--- config.mk ---
export PLATFORM = sky130hd
export DESIGN_NAME = websocket_frame_decoder_flat
export DESIGN_NICKNAME = d
export VERILOG_FILES = /design/src/sv/wsd_pkg.sv /design/src/sv/wsd_if.sv /design/src/sv/wsd_in_stage.sv /design/src/sv/wsd_parser.sv /design/src/sv/wsd_out_stage.sv /design/src/sv/websocket_frame_decoder.sv /design/src/flat_wrapper.sv
export SDC_FILE = /design/constraint.sdc
export NUM_CORES = 1
export LEC_CHECK = 0
export ABC_AREA = 1
export BUFFER_PORTS_ARGS = -buffer_cell sky130_fd_sc_hd__buf_4
export CAP_MARGIN = 20
export CORE_MARGIN = 2
export CORE_UTILIZATION = 62
export DETAILED_ROUTE_END_ITERATION = 6
export GPL_ROUTABILITY_DRIVEN = 0
export PLACE_DENSITY = 0.81
export SYNTH_ARGS = -nofsm -noshare
export SYNTH_HDL_FRONTEND = slang
export SYNTH_SLANG_ARGS = --single-unit
export TNS_END_PERCENT = 10
--- constraint.sdc ---
create_clock -name clk -period 4.9 [get_ports clk]
set_clock_uncertainty 0.05 [all_clocks]
set_input_delay 0.49 -clock clk [delete_from_list [all_inputs] [get_ports clk]]
set_output_delay 0.49 -clock clk [all_outputs]
set_load 0.01 [all_outputs]
--- src/sv/wsd_pkg.sv ---
package wsd_pkg;

  // Width of the payload byte counter; frames longer than it can count are rejected.
  localparam int COUNT_BITS = 32;

  localparam logic [63:0] COUNT_MAX = (COUNT_BITS >= 64) ? {64{1'b1}}
                                    : ((64'd1 << COUNT_BITS) - 64'd1);

  localparam logic [31:0] MAX_PAYLOAD_RST = 32'd10485760;

  // Header field codes.
  localparam logic [6:0] LEN_EXT16 = 7'd126;
  localparam logic [6:0] LEN_EXT64 = 7'd127;
  localparam logic [3:0] EXT16_BYTES = 4'd2;
  localparam logic [3:0] EXT64_BYTES = 4'd8;
  localparam logic [3:0] MASK_BYTES = 4'd4;

  localparam logic [3:0] OP_CONT = 4'h0;
  localparam logic [3:0] OP_TEXT = 4'h1;
  localparam logic [3:0] OP_BINARY = 4'h2;
  localparam logic [3:0] OP_PING = 4'h9;
  localparam logic [3:0] OP_PONG = 4'hA;

  typedef enum logic [4:0] {
    PH_HDR0 = 5'b00001,
    PH_HDR1 = 5'b00010,
    PH_EXT  = 5'b00100,
    PH_MASK = 5'b01000,
    PH_DATA = 5'b10000
  } phase_t;

  // Contents of the input register.
  typedef struct packed {
    logic       valid;
    logic [7:0] data;
  } wsd_item_t;

  // One result headed for the output register.
  typedef struct packed {
    logic       valid;
    logic [7:0] out_byte;
    logic [3:0] opcode;
    logic       frame_last;
    logic       message_last;
    logic       close_request;
  } wsd_res_t;

endpackage

--- src/sv/wsd_if.sv ---
interface wsd_in_if;
  logic       valid;
  logic       ready;
  logic [7:0] in_byte;

  modport source (output valid, output in_byte, input ready);
  modport sink (input valid, input in_byte, output ready);
endinterface

interface wsd_out_if;
  logic       valid;
  logic       ready;
  logic [7:0] out_byte;
  logic [3:0] opcode;
  logic       frame_last;
  logic       message_last;
  logic       close_request;

  modport source (output valid, output out_byte, output opcode, output frame_last,
                  output message_last, output close_request, input ready);
  modport sink (input valid, input out_byte, input opcode, input frame_last,
                input message_last, input close_request, output ready);
endinterface

--- src/sv/wsd_in_stage.sv ---
module wsd_in_stage (
  input  logic               clk,
  input  logic               rst_n,
  input  logic               in_valid,
  input  logic [7:0]         in_byte,
  output logic               in_ready,
  input  logic               take,
  output wsd_pkg::wsd_item_t item
);
  import wsd_pkg::*;

  logic       valid_r;
  logic [7:0] data_r;

  assign in_ready = !valid_r || take;
  assign item.valid = valid_r;
  assign item.data = data_r;

  always_ff @(posedge clk) begin
    if (!rst_n) begin
      valid_r <= 1'b0;
    end else if (in_valid && in_ready) begin
      valid_r <= 1'b1;
    end else if (take) begin
      valid_r <= 1'b0;
    end
  end

  always_ff @(posedge clk) begin
    if (in_valid && in_ready) begin
      data_r <= in_byte;
    end
  end

endmodule

--- src/sv/wsd_parser.sv ---
module wsd_parser (
  input  logic               clk,
  input  logic               rst_n,
  input  logic               cfg_we,
  input  logic [31:0]        cfg_data,
  input  wsd_pkg::wsd_item_t item,
  input  logic               out_free,
  output logic               take,
  output wsd_pkg::wsd_res_t  res
);
  import wsd_pkg::*;

  phase_t                  phase_r, phase_nxt;
  logic [3:0]              hdr_cnt_r, hdr_cnt_nxt;
  logic [3:0]              ext_bytes_r, ext_bytes_nxt;
  logic [63:0]             len_r, len_nxt;
  logic [COUNT_BITS-1:0]   pay_cnt_r, pay_cnt_nxt;
  logic [31:0]             mask_key_r, mask_key_nxt;
  logic                    mask_on_r, mask_on_nxt;
  logic                    fin_r, fin_nxt;
  logic                    err_r, err_nxt;
  logic [3:0]              op_r, op_nxt;
  logic [31:0]             max_pay_r;

  logic [7:0]              b;
  logic [3:0]              hdr_inc;
  logic [COUNT_BITS-1:0]   pay_inc;
  logic [7:0]              key_byte;
  logic                    hdr_done;
  logic [63:0]             chk_len;
  logic                    reject;
  logic                    last;
  logic                    emit;
  wsd_res_t                calc;

  assign b = item.data;
  assign hdr_inc = hdr_cnt_r + 4'd1;
  assign pay_inc = pay_cnt_r + 1'b1;

  always_comb begin
    case (pay_cnt_r[1:0])
      2'd0:    key_byte = mask_key_r[31:24];
      2'd1:    key_byte = mask_key_r[23:16];
      2'd2:    key_byte = mask_key_r[15:8];
      default: key_byte = mask_key_r[7:0];
    endcase
    if (!mask_on_r) begin
      key_byte = 8'd0;
    end
  end

  always_comb begin
    phase_nxt    = phase_r;
    hdr_cnt_nxt  = hdr_cnt_r;
    ext_bytes_nxt = ext_bytes_r;
    len_nxt      = len_r;
    pay_cnt_nxt  = pay_cnt_r;
    mask_key_nxt = mask_key_r;
    mask_on_nxt  = mask_on_r;
    fin_nxt      = fin_r;
    err_nxt      = err_r;
    op_nxt       = op_r;
    hdr_done     = 1'b0;
    chk_len      = len_r;
    reject       = 1'b0;
    last         = 1'b0;
    emit         = 1'b0;
    calc         = '0;
    calc.opcode  = op_r;

    case (phase_r)
      PH_HDR1: begin
        mask_on_nxt  = b[7];
        mask_key_nxt = '0;
        hdr_cnt_nxt  = '0;
        if (b[6:0] == LEN_EXT16 || b[6:0] == LEN_EXT64) begin
          ext_bytes_nxt = (b[6:0] == LEN_EXT16) ? EXT16_BYTES : EXT64_BYTES;
          len_nxt = '0;
          phase_nxt = PH_EXT;
        end else begin
          ext_bytes_nxt = '0;
          len_nxt = {57'd0, b[6:0]};
          if (b[7]) begin
            phase_nxt = PH_MASK;
          end else begin
            hdr_done = 1'b1;
            chk_len = len_nxt;
          end
        end
      end
      PH_EXT: begin
        len_nxt = {len_r[55:0], b};
        hdr_cnt_nxt = hdr_inc;
        if (hdr_inc >= ext_bytes_r) begin
          hdr_cnt_nxt = '0;
          if (mask_on_r) begin
            phase_nxt = PH_MASK;
          end else begin
            hdr_done = 1'b1;
            chk_len = len_nxt;
          end
        end
      end
      PH_MASK: begin
        mask_key_nxt = {mask_key_r[23:0], b};
        hdr_cnt_nxt = hdr_inc;
        if (hdr_inc >= MASK_BYTES) begin
          hdr_done = 1'b1;
        end
      end
      PH_DATA: begin
        pay_cnt_nxt = pay_inc;
        last = (64'(pay_inc) == len_r);
        emit = 1'b1;
        calc.out_byte = b ^ key_byte;
        calc.frame_last = last;
        calc.message_last = last && fin_r;
        if (last) begin
          phase_nxt = PH_HDR0;
        end
      end
      default: begin
        fin_nxt = b[7];
        op_nxt = b[3:0];
        err_nxt = (b[6:4] != 3'd0) ||
                  !(b[3:0] == OP_CONT || b[3:0] == OP_TEXT || b[3:0] == OP_BINARY ||
                    b[3:0] == OP_PING || b[3:0] == OP_PONG);
        phase_nxt = PH_HDR1;
      end
    endcase

    // Header complete: either the frame is rejected with a close result or data begins.
    if (hdr_done) begin
      reject = err_r || (chk_len == 64'd0) || (chk_len > {32'd0, max_pay_r}) ||
               (chk_len > COUNT_MAX);
      if (reject) begin
        err_nxt = 1'b1;
        emit = 1'b1;
        calc.close_request = 1'b1;
        phase_nxt = PH_HDR0;
      end else begin
        pay_cnt_nxt = '0;
        phase_nxt = PH_DATA;
      end
    end
  end

  // A byte that yields nothing moves on even while the output register is full.
  assign take = item.valid && (out_free || !emit);

  always_comb begin
    res = calc;
    res.valid = take && emit;
  end

  always_ff @(posedge clk) begin
    if (!rst_n) begin
      max_pay_r <= MAX_PAYLOAD_RST;
    end else if (cfg_we) begin
      max_pay_r <= cfg_data;
    end
  end

  always_ff @(posedge clk) begin
    if (!rst_n) begin
      phase_r     <= PH_HDR0;
      hdr_cnt_r   <= '0;
      ext_bytes_r <= '0;
      len_r       <= '0;
      pay_cnt_r   <= '0;
      mask_key_r  <= '0;
      mask_on_r   <= 1'b0;
      fin_r       <= 1'b0;
      err_r       <= 1'b0;
      op_r        <= '0;
    end else if (take) begin
      phase_r     <= phase_nxt;
      hdr_cnt_r   <= hdr_cnt_nxt;
      ext_bytes_r <= ext_bytes_nxt;
      len_r       <= len_nxt;
      pay_cnt_r   <= pay_cnt_nxt;
      mask_key_r  <= mask_key_nxt;
      mask_on_r   <= mask_on_nxt;
      fin_r       <= fin_nxt;
      err_r       <= err_nxt;
      op_r        <= op_nxt;
    end
  end

endmodule

--- src/sv/wsd_out_stage.sv ---
module wsd_out_stage (
  input  logic              clk,
  input  logic              rst_n,
  input  wsd_pkg::wsd_res_t res,
  output logic              out_free,
  wsd_out_if.source         out_ch
);
  import wsd_pkg::*;

  logic     valid_r;
  wsd_res_t data_r;

  assign out_free = !valid_r || out_ch.ready;

  assign out_ch.valid         = valid_r;
  assign out_ch.out_byte      = data_r.out_byte;
  assign out_ch.opcode        = data_r.opcode;
  assign out_ch.frame_last    = data_r.frame_last;
  assign out_ch.message_last  = data_r.message_last;
  assign out_ch.close_request = data_r.close_request;

  always_ff @(posedge clk) begin
    if (!rst_n) begin
      valid_r <= 1'b0;
    end else if (res.valid) begin
      valid_r <= 1'b1;
    end else if (out_ch.ready) begin
      valid_r <= 1'b0;
    end
  end

  always_ff @(posedge clk) begin
    if (res.valid) begin
      data_r <= res;
    end
  end

endmodule

--- src/sv/websocket_frame_decoder.sv ---
// WebSocket receive-side frame decoder.
// in_ch carries the raw stream, one byte per item. Header bytes (two base bytes,
// an optional 2- or 8-byte extended length, an optional 4-byte mask key) produce no
// item on out_ch, except that a rejected header gives one close item on its last byte.
// Each payload byte gives one item: the unmasked byte, the frame opcode, and flags
// for the last byte of the frame and of the message.
// cfg_we/cfg_data write the largest accepted frame length; write it only while idle.
// The input accept loads the input register; the item then passes through the parse
// logic into the output register, which drives out_ch.valid. One byte is taken every
// cycle unless a byte that yields a result waits on the full output register; the
// parser state loop updates once per byte.
// When out_ch stalls, the output register holds its item; header bytes still move
// through, and the input register keeps taking bytes until a byte that yields a
// result is waiting on the full output register.
// Reset (rst_n low, synchronous) empties both registers, returns the parser to the
// first header byte and restores the length limit to 10 MiB.
module websocket_frame_decoder (
  input  logic        clk,
  input  logic        rst_n,
  input  logic        cfg_we,
  input  logic [31:0] cfg_data,
  wsd_in_if.sink      in_ch,
  wsd_out_if.source   out_ch
);
  import wsd_pkg::*;

  wsd_item_t item;
  wsd_res_t  res;
  logic      take;
  logic      out_free;

  wsd_in_stage u_in (
    .clk      (clk),
    .rst_n    (rst_n),
    .in_valid (in_ch.valid),
    .in_byte  (in_ch.in_byte),
    .in_ready (in_ch.ready),
    .take     (take),
    .item     (item)
  );

  wsd_parser u_parse (
    .clk      (clk),
    .rst_n    (rst_n),
    .cfg_we   (cfg_we),
    .cfg_data (cfg_data),
    .item     (item),
    .out_free (out_free),
    .take     (take),
    .res      (res)
  );

  wsd_out_stage u_out (
    .clk      (clk),
    .rst_n    (rst_n),
    .res      (res),
    .out_free (out_free),
    .out_ch   (out_ch)
  );

  a_res_has_item: assert property (@(posedge clk) disable iff (!rst_n)
    res.valid |-> item.valid && out_free)
    else $error("result produced without a held input byte or free output");

  a_close_shape: assert property (@(posedge clk) disable iff (!rst_n)
    out_ch.valid && out_ch.close_request |->
      out_ch.out_byte == 8'd0 && !out_ch.frame_last && !out_ch.message_last)
    else $error("close item carries payload or last flags");

  a_msg_implies_frame: assert property (@(posedge clk) disable iff (!rst_n)
    out_ch.valid && out_ch.message_last |-> out_ch.frame_last)
    else $error("message end without frame end");

  a_accept_loads: assert property (@(posedge clk) disable iff (!rst_n)
    in_ch.valid && in_ch.ready |=> item.valid)
    else $error("accepted byte not held in input register");

endmodule

--- src/flat_wrapper.sv ---
// flat-port wrapper written by rule: the top's interface ports become plain ports
module websocket_frame_decoder_flat import wsd_pkg::*;
  (clk, rst_n, cfg_we, cfg_data, in_ch_valid, in_ch_in_byte, in_ch_ready, out_ch_valid, out_ch_out_byte, out_ch_opcode, out_ch_frame_last, out_ch_message_last, out_ch_close_request, out_ch_ready);
  wsd_in_if in_ch_i ();
  wsd_out_if out_ch_i ();
  input  logic clk;
  input  logic rst_n;
  input  logic cfg_we;
  input  logic [31:0] cfg_data;
  input wire logic [$bits(in_ch_i.valid)-1:0] in_ch_valid;
  input wire logic [$bits(in_ch_i.in_byte)-1:0] in_ch_in_byte;
  output wire logic [$bits(in_ch_i.ready)-1:0] in_ch_ready;
  output wire logic [$bits(out_ch_i.valid)-1:0] out_ch_valid;
  output wire logic [$bits(out_ch_i.out_byte)-1:0] out_ch_out_byte;
  output wire logic [$bits(out_ch_i.opcode)-1:0] out_ch_opcode;
  output wire logic [$bits(out_ch_i.frame_last)-1:0] out_ch_frame_last;
  output wire logic [$bits(out_ch_i.message_last)-1:0] out_ch_message_last;
  output wire logic [$bits(out_ch_i.close_request)-1:0] out_ch_close_request;
  input wire logic [$bits(out_ch_i.ready)-1:0] out_ch_ready;
  assign in_ch_i.valid = in_ch_valid;
  assign in_ch_i.in_byte = in_ch_in_byte;
  assign in_ch_ready = in_ch_i.ready;
  assign out_ch_valid = out_ch_i.valid;
  assign out_ch_out_byte = out_ch_i.out_byte;
  assign out_ch_opcode = out_ch_i.opcode;
  assign out_ch_frame_last = out_ch_i.frame_last;
  assign out_ch_message_last = out_ch_i.message_last;
  assign out_ch_close_request = out_ch_i.close_request;
  assign out_ch_i.ready = out_ch_ready;
  websocket_frame_decoder u_core (.clk(clk), .rst_n(rst_n), .cfg_we(cfg_we), .cfg_data(cfg_data), .in_ch(in_ch_i), .out_ch(out_ch_i));
endmodule
==> impl_metrics.tcl, run 1 <==
set metrics [dict create \
    status "finished clean" \
    yosysSeqAreaShare_pct 34.95 \
    syn_nets 1969 \
    final_layout_size_suffix_gt1_share_pct 9.124 \
    row_count 51 \
    worstPathArrival_ns 4.09 \
    fp.dieH_um 144.8 \
    start_kind "flop" \
    routedWlPerCell_um 16.52 \
    clockPowerShare_pct 44.3 \
    dr.pass1.iters 6 \
    area_delta_synth_final_pct 10.99 \
    drv_slew 0 \
    via_per_inst 5.917 \
    hp-class "in2reg" \
    clock_latency_ns 0.51 \
    p_int_mw 2.696 \
    synth_cells 1885 \
    fill_cells 1699 \
    track_usage_pct 33.58 \
    cts_sinks 203 \
    num_antenna_cells 0 \
    regToRegStartpoint "u_core.u_parse.hdr_cnt_r[0]$_SDFFE_PN0P_" \
    yosysWarnings 0 \
    routed_wl_um 36070 \
    cts-root-buf "clkbuf_16" \
    max_slew_margin_pct 35.33 \
    synth_area_leader_cell "dfxtp_1" \
    sw_frac_of_total_pct 24.19 \
    nNetsFinal 1987 \
    synth_top_family_by_area "simple AND/OR/NAND/NOR gates" \
    synthMuxAreaShare_pct 0 \
    power_switching_uw 860.0 \
    synthXorXnorAreaFrac_pct 0.6416 \
    synth_top_area_share_pct 29.33 \
    cts_made_buffers 23 \
    holdPathStages 1 \
    hold_slack_ns 0.1059 \
    antenna_found_initial 0 \
    r2r_slack_ns 0.41 \
    powerDensity_nw_per_um2 260.8 \
    fin_crit_ns 4.635 \
    grt_max_degree 92 \
    hold_buffers 0 \
    via_count 12916 \
    clock_path_buffers 3 \
    grt_overflow 0 \
    io_pins 62 \
    path_class "reg2out" \
    grt_pass1_vias 11337 \
    synth_edf_count 23 \
    synth_area_leaders "dfxtp_1 29%, nand2_1 16%, a21oi_1 8.3%, inv_1 7.9%, nand4_1 6.8%" \
    grt_pass1_wl_um 56880 \
    avgSynthCellArea_um2 6.518 \
    dieWidth_um 144.8 \
    drv_cap 0 \
    crit_fanout 7 \
    cp-end-kind "output port" \
    ys_ff_latch 203 \
    path_clk_slew_ns 0.06 \
    synthAdderAreaFrac_pct 3.972 \
    power.leakage_nw 5.955 \
    dp_hpwl_um 25060 \
    fmax_mhz 215.8 \
    yosys.area_share.simple_pct 36.05 \
    required_ns 4.36 \
    setup_viol 0 \
    rr_worst_depth 28 \
    route.detailed.drc 0 \
    drtAntennaViolNets 0 \
    worst_slew_pin_slew_ns 0.9701 \
    pwr-share-seq_pct 48.9 \
    finalHoldViolations 0 \
    cts_tree "done" \
    synth_ff_type "dfxtp_1" \
    fin_ws_ns 0.2651 \
    fin_crit_sh_pct 94.59 \
    numPortBuffers 61 \
    h-tree-depth 1 \
    drtIter0Drc 1735 \
    dpl_worst_slack_ns 0.05996 \
    min-delay-start "in_ch_in_byte[7]" \
    power.total_mw 3.556 \
    synthArstFlopShare_pct 0 \
    holdPathEnd "u_core.u_in.data_r[7]$_DFFE_PP_" \
    r2r-end "u_core.u_parse.len_r[23]$_SDFFE_PN0P_" \
    combPwrFrac_pct 6.7 \
    core_area_um2 19460 \
    synth_cell_types 39 \
    syn-cell-area_um2 12290 \
    ir_drop_mv 0.2761 \
    die_area_um2 20960 \
    initial_core_util_pct 63.12 \
    synth_compound_area_share_pct 12.40 \
]
-- cell usage after synthesis (2+ instances only) --
| library cell | n |
|---|---|
| nand3_2 | 5 |
| nand3b_1 | 6 |
| dfxtp_1 | 180 |
| ha_1 | 39 |
| a21oi_1 | 203 |
| xor2_1 | 8 |
| nor2_2 | 2 |
| nor2_1 | 152 |
| o21ai_0 | 82 |
| nand2_1 | 513 |
| inv_2 | 8 |
| buf_4 | 7 |
| o211ai_1 | 2 |
| clkbuf_1 | 56 |
| nor4_1 | 8 |
| nand3_4 | 2 |
| nor3_2 | 20 |
| buf_6 | 10 |
| a31oi_1 | 8 |
| buf_1 | 5 |
| inv_1 | 258 |
| nor3b_1 | 2 |
| nor3_1 | 30 |
| edfxtp_1 | 23 |
| buf_2 | 15 |
| nand3_1 | 87 |
| nand4_1 | 134 |
| nand2_2 | 9 |
-- power by group through the flow --
stage	combinational, mW	sequential (mW)	clock [mW]
2_1_floorplan	0.163	1.76	0
3_3_place_gp	0.220	1.77	0
3_5_place_dp	0.226	1.78	0
4_1_cts	0.229	1.74	1.59
5_1_grt	0.269	1.74	1.65
6_report	0.240	1.74	1.58
-- final cells by class --
class                      instances  area (um2)  share of cell area (%)
clock inverter                     3       20.02                  0.1468
tap                              265       331.6                   2.432
sequential                       203        4304                   31.57
multi-input combinational       1323        6615                   48.51
clock buffer                      37       648.1                   4.753
inverter                         267        1002                   7.350
timing repair buffer              85       714.4                   5.239
-- flip-flops by register name, summed over array words and instances, names as in the netlist --
signal / cells
u_core.u_in.data_r: 8
u_core.u_in.valid_r: 1
u_core.u_out.out_ch.close_request: 1
u_core.u_out.out_ch.frame_last: 1
u_core.u_out.out_ch.message_last: 1
u_core.u_out.out_ch.opcode: 4
u_core.u_out.out_ch.out_byte: 8
u_core.u_out.out_ch.valid: 1
u_core.u_parse.err_r: 1
u_core.u_parse.ext_bytes_r: 2
u_core.u_parse.fin_r: 1
u_core.u_parse.hdr_cnt_r: 4
u_core.u_parse.len_r: 64
u_core.u_parse.mask_key_r: 32
u_core.u_parse.mask_on_r: 1
u_core.u_parse.max_pay_r: 32
u_core.u_parse.op_r: 4
u_core.u_parse.pay_cnt_r: 32
u_core.u_parse.phase_r: 5
-- logic make-up after synthesis --
| group | Yosys count |
|---|---|
| simple gates | 975 |
| compound gates | 299 |
| xor+xnor | 9 |
| fa+ha+maj | 39 |
| flops | 203 |
| buf+inv | 360 |
-- metal layers --
layer  part of all wire, %  up-vias  global-route usage, %
met3                    11      108                  6.449
li1                      -     6222                      -
met4                   3.5        0                  10.94
met2                    45      704                  52.76
met1                    40     5882                  46.60
met5                     0        -                      0
-- metrics by stage --
step                      instance area [um2]  setup TNS, ns  util [%]  cells
after floorplan                         12290              0         -   1885
after global placement                  12770              0     65.59   2134
after detailed placement                12770              0     65.59   2134
after CTS                               13450              0     69.10   2174
after global routing                    13640       -0.01237     70.06   2183
final                                   13640              0     70.06   2183
-- placed cells by master (no fill, tap or decap), drive strengths merged, types with 23 or more instances in the layout --
| cell type | n |
|---|---|
| nand2 | 523 |
| inv | 266 |
| a21oi | 203 |
| dfxtp | 180 |
| nor2 | 155 |
| nand4 | 135 |
| nand3 | 94 |
| buf | 83 |
| o21ai | 82 |
| nor3 | 50 |
| ha | 39 |
| clkbuf | 39 |
| edfxtp | 23 |
-- how the worst max path moves through the flow --
stage | from | to | cells after the start
floorplan | u_core.u_parse.hdr_cnt_r[2]$_SDFFE_PN0P_ | u_core.u_out.out_ch.close_request$_SDFFCE_PN0P_ | 30
global placement | u_core.u_parse.hdr_cnt_r[2]$_SDFFE_PN0P_ | u_core.u_parse.len_r[38]$_SDFFE_PN0P_ | 31
detailed placement | u_core.u_parse.hdr_cnt_r[2]$_SDFFE_PN0P_ | u_core.u_parse.len_r[40]$_SDFFE_PN0P_ | 31
CTS | u_core.u_parse.hdr_cnt_r[2]$_SDFFE_PN0P_ | in_ch_ready | 28
global route | u_core.u_parse.hdr_cnt_r[2]$_SDFFE_PN0P_ | in_ch_ready | 27
finish | u_core.u_parse.hdr_cnt_r[0]$_SDFFE_PN0P_ | in_ch_ready | 26
-- worst max-delay path: stages, from the launching register on --
cell       delay, ns
dfxtp_2         0.33
ha_1            0.29
inv_1           0.05
ha_1            0.27
nand2_1         0.08
nor2_1          0.04
nand2_1         0.09
nand3_4         0.13
nand2_8         0.16
clkbuf_16       0.16
o21ai_0         0.07
nand2_1         0.13
inv_1           0.06
ha_1            0.29
nand2_1         0.06
nor2_1          0.13
inv_1           0.10
nor3_2          0.21
nand3_1         0.09
nand2_1         0.12
nand2_1         0.06
a21oi_1         0.12
nand2_1         0.11
nand2_2         0.11
nand2_4         0.09
nand3_4         0.09
buf_4           0.14
-- what timing repair did --
action	4_1_cts	5_1_grt
gates cloned	0	3
setup endpoints to repair	1	166
setup buffers	0	6
resized for setup	3	21
pin swaps	0	6
Power figures use the tool's default switching activity.
==> run 2, diff against run 1 <==
--- a/config.mk
+++ b/config.mk
@@ -13,6 +13,7 @@
 export DETAILED_ROUTE_END_ITERATION = 6
 export GPL_ROUTABILITY_DRIVEN = 0
 export PLACE_DENSITY = 0.81
+export RECOVER_POWER = 25
 export SYNTH_ARGS = -nofsm -noshare
 export SYNTH_HDL_FRONTEND = slang
 export SYNTH_SLANG_ARGS = --single-unit
==> run 2 against run 1 <==
Net effect:
- the flow now finishes with violations (capacitance limit, slew limit)
- maximum frequency is essentially flat
- final area shrank 0.52%
- core utilization shrank 0.37 points
- critical path type unchanged
- critical endpoint unchanged
- largest cell class unchanged
- highest routed layer unchanged
==> impl_metrics.tcl, run 2 (same netlist as run 1, synthesis figures left out) <==
set metrics [dict create \
    fmax_mhz 215.8 \
    powerDensity_nw_per_um2 262.0 \
    wl_met1_um 14740 \
    final_area_um2 13560 \
    path_clk_slew_ns 0.06 \
    r2r_slack_ns 0.42 \
    ir_drop_mv 0.2819 \
    cts_sinks 203 \
    final_layout_size_suffix_gt1_share_pct 8.081 \
    power_switching_uw 858.6 \
    dp_hpwl_um 25060 \
    via_count 12941 \
    core_area_um2 19460 \
    hp-class "in2reg" \
    pwr-share-seq_pct 49.0 \
    r2r-end "u_core.u_parse.pay_cnt_r[29]$_SDFFE_PN0P_" \
    p_int_mw 2.695 \
    row_count 51 \
    stdcell_count 2183 \
    num_antenna_cells 0 \
    clock_latency_ns 0.51 \
    drv_slew 112 \
    rr_worst_depth 30 \
    start_kind "flop" \
    io_pins 62 \
    clockPowerShare_pct 44.3 \
    numPortBuffers 61 \
    combPwrFrac_pct 6.7 \
    cts-root-buf "clkbuf_16" \
    crit_fanout 6 \
    final_util_pct 69.69 \
    grt_pass1_vias 11337 \
    dieWidth_um 144.8 \
    multiInputGateArea_um2 6615 \
    area_delta_synth_final_pct 10.41 \
    drv_cap 2 \
    fp.dieH_um 144.8 \
    cts_made_buffers 23 \
    worstPathArrival_ns 4.09 \
    routed_wl_um 36060 \
    fin_tns_setup_ns 0 \
    grt_pass1_wl_um 56880 \
    initial_core_util_pct 63.12 \
    wl_met3_um 3824 \
    hold_slack_ns 0.1262 \
    min-delay-start "in_ch_in_byte[7]" \
    route.met2.wl_um 16140 \
    fin_ws_ns 0.2661 \
    largest_register "u_core.u_parse.len_r" \
    die_area_um2 20960 \
    routedWlPerCell_um 16.52 \
    track_usage_pct 33.58 \
    top_layer_used "met4" \
    sw_frac_of_total_pct 24.16 \
    power.total_mw 3.553 \
    h-tree-depth 1 \
    finalHoldViolations 0 \
    seq_area_um2 4304 \
    max_slew_margin_pct -28.96 \
    grt_max_degree 92 \
    antenna_found_initial 0 \
    largest_register_ffs 64 \
    endpoint "in_ch_ready" \
    route.detailed.drc 0 \
    dpl.cell_count 2134 \
    final_cell_mix "512 x nand2_1, 258 x inv_1, 201 x a21oi_1, 176 x dfxtp_1, 152 x nor2_1" \
    dpl_worst_slack_ns 0.05996 \
    setup_viol 0 \
    power.leakage_nw 5.887 \
    dr.pass1.iters 7 \
    fin_crit_ns 4.634 \
    layout_commonest_cell "nand2_1" \
    via_per_inst 5.928 \
    fin_crit_sh_pct 94.57 \
    fill_cells 1729 \
    regToRegStartpoint "u_core.u_parse.hdr_cnt_r[0]$_SDFFE_PN0P_" \
    cp-startpoint "u_core.u_parse.hdr_cnt_r[0]$_SDFFE_PN0P_" \
    failed_checks "capacitance limit, slew limit" \
    drtAntennaViolNets 0 \
    clock_path_buffers 3 \
    path_class "reg2out" \
    drtIter0Drc 1820 \
    worst_slew_pin_slew_ns 1.934 \
    placed_area_um2 12770 \
    grt_overflow 0 \
    nNetsFinal 1987 \
    cts_tree "done" \
    required_ns 4.36 \
    status "finished with violations" \
    cp-end-kind "output port" \
]
[run 2: how the worst min path moves through the flow]
stage                                                   end  slack [ns]  cells after the start
floorplan           u_core.u_out.out_ch.opcode[0]$_DFFE_PP_        0.36                      0
global placement    u_core.u_out.out_ch.opcode[0]$_DFFE_PP_        0.36                      0
detailed placement  u_core.u_out.out_ch.opcode[0]$_DFFE_PP_        0.37                      0
CTS                         u_core.u_in.data_r[7]$_DFFE_PP_        0.09                      1
global route                u_core.u_in.data_r[4]$_DFFE_PP_        0.12                      1
finish                      u_core.u_in.data_r[7]$_DFFE_PP_        0.13                      1
[run 2: worst max-delay path, cell delays in order (launching register included)]
cell,delay [ns]
dfxtp_2,0.33
ha_1,0.29
inv_1,0.05
ha_1,0.27
nand2_1,0.08
nor2_1,0.04
nand2_1,0.09
nand3_4,0.13
buf_4,0.17
nand3_1,0.13
nand2_1,0.09
nand2_1,0.11
inv_1,0.05
ha_1,0.29
a21oi_1,0.14
o21ai_0,0.11
nand2_1,0.08
o211ai_1,0.08
a21oi_1,0.14
nand2_1,0.06
nand2_1,0.10
nand2_1,0.06
a21oi_1,0.12
nand2_1,0.11
nand2_2,0.11
nand2_4,0.09
nand3_4,0.09
buf_4,0.14
[run 2: power groups by stage]
stage	registers, mW	logic [mW]	clock network (mW)
final	1.74	0.238	1.57
after global routing	1.74	0.268	1.65
after CTS	1.74	0.229	1.59
after detailed placement	1.78	0.226	0
after global placement	1.77	0.220	0
after floorplan	1.76	0.163	0
[run 2: final cells by class]
cell class	count	share of cell area [%]
Tap cell	265	2.444
Multi-Input combinational cell	1323	48.77
Inverter	267	7.389
Clock inverter	3	0.1476
Clock buffer	37	4.778
Sequential cell	203	31.73
Timing Repair Buffer	85	4.741
[run 2: routing by layer]
metal / up-vias / global-route usage [%]
met4: 0 / 10.94
met5: - / 0
met1: 5902 / 46.60
met2: 691 / 52.76
met3: 122 / 6.449
li1: 6226 / -
[run 2: timing repair]
action	CTS	global route
buffers inserted	0	6
cloned	0	3
pin swaps	0	6
endpoints found under the setup margin	1	166
hold buffers	0	0
gates resized for setup	3	21
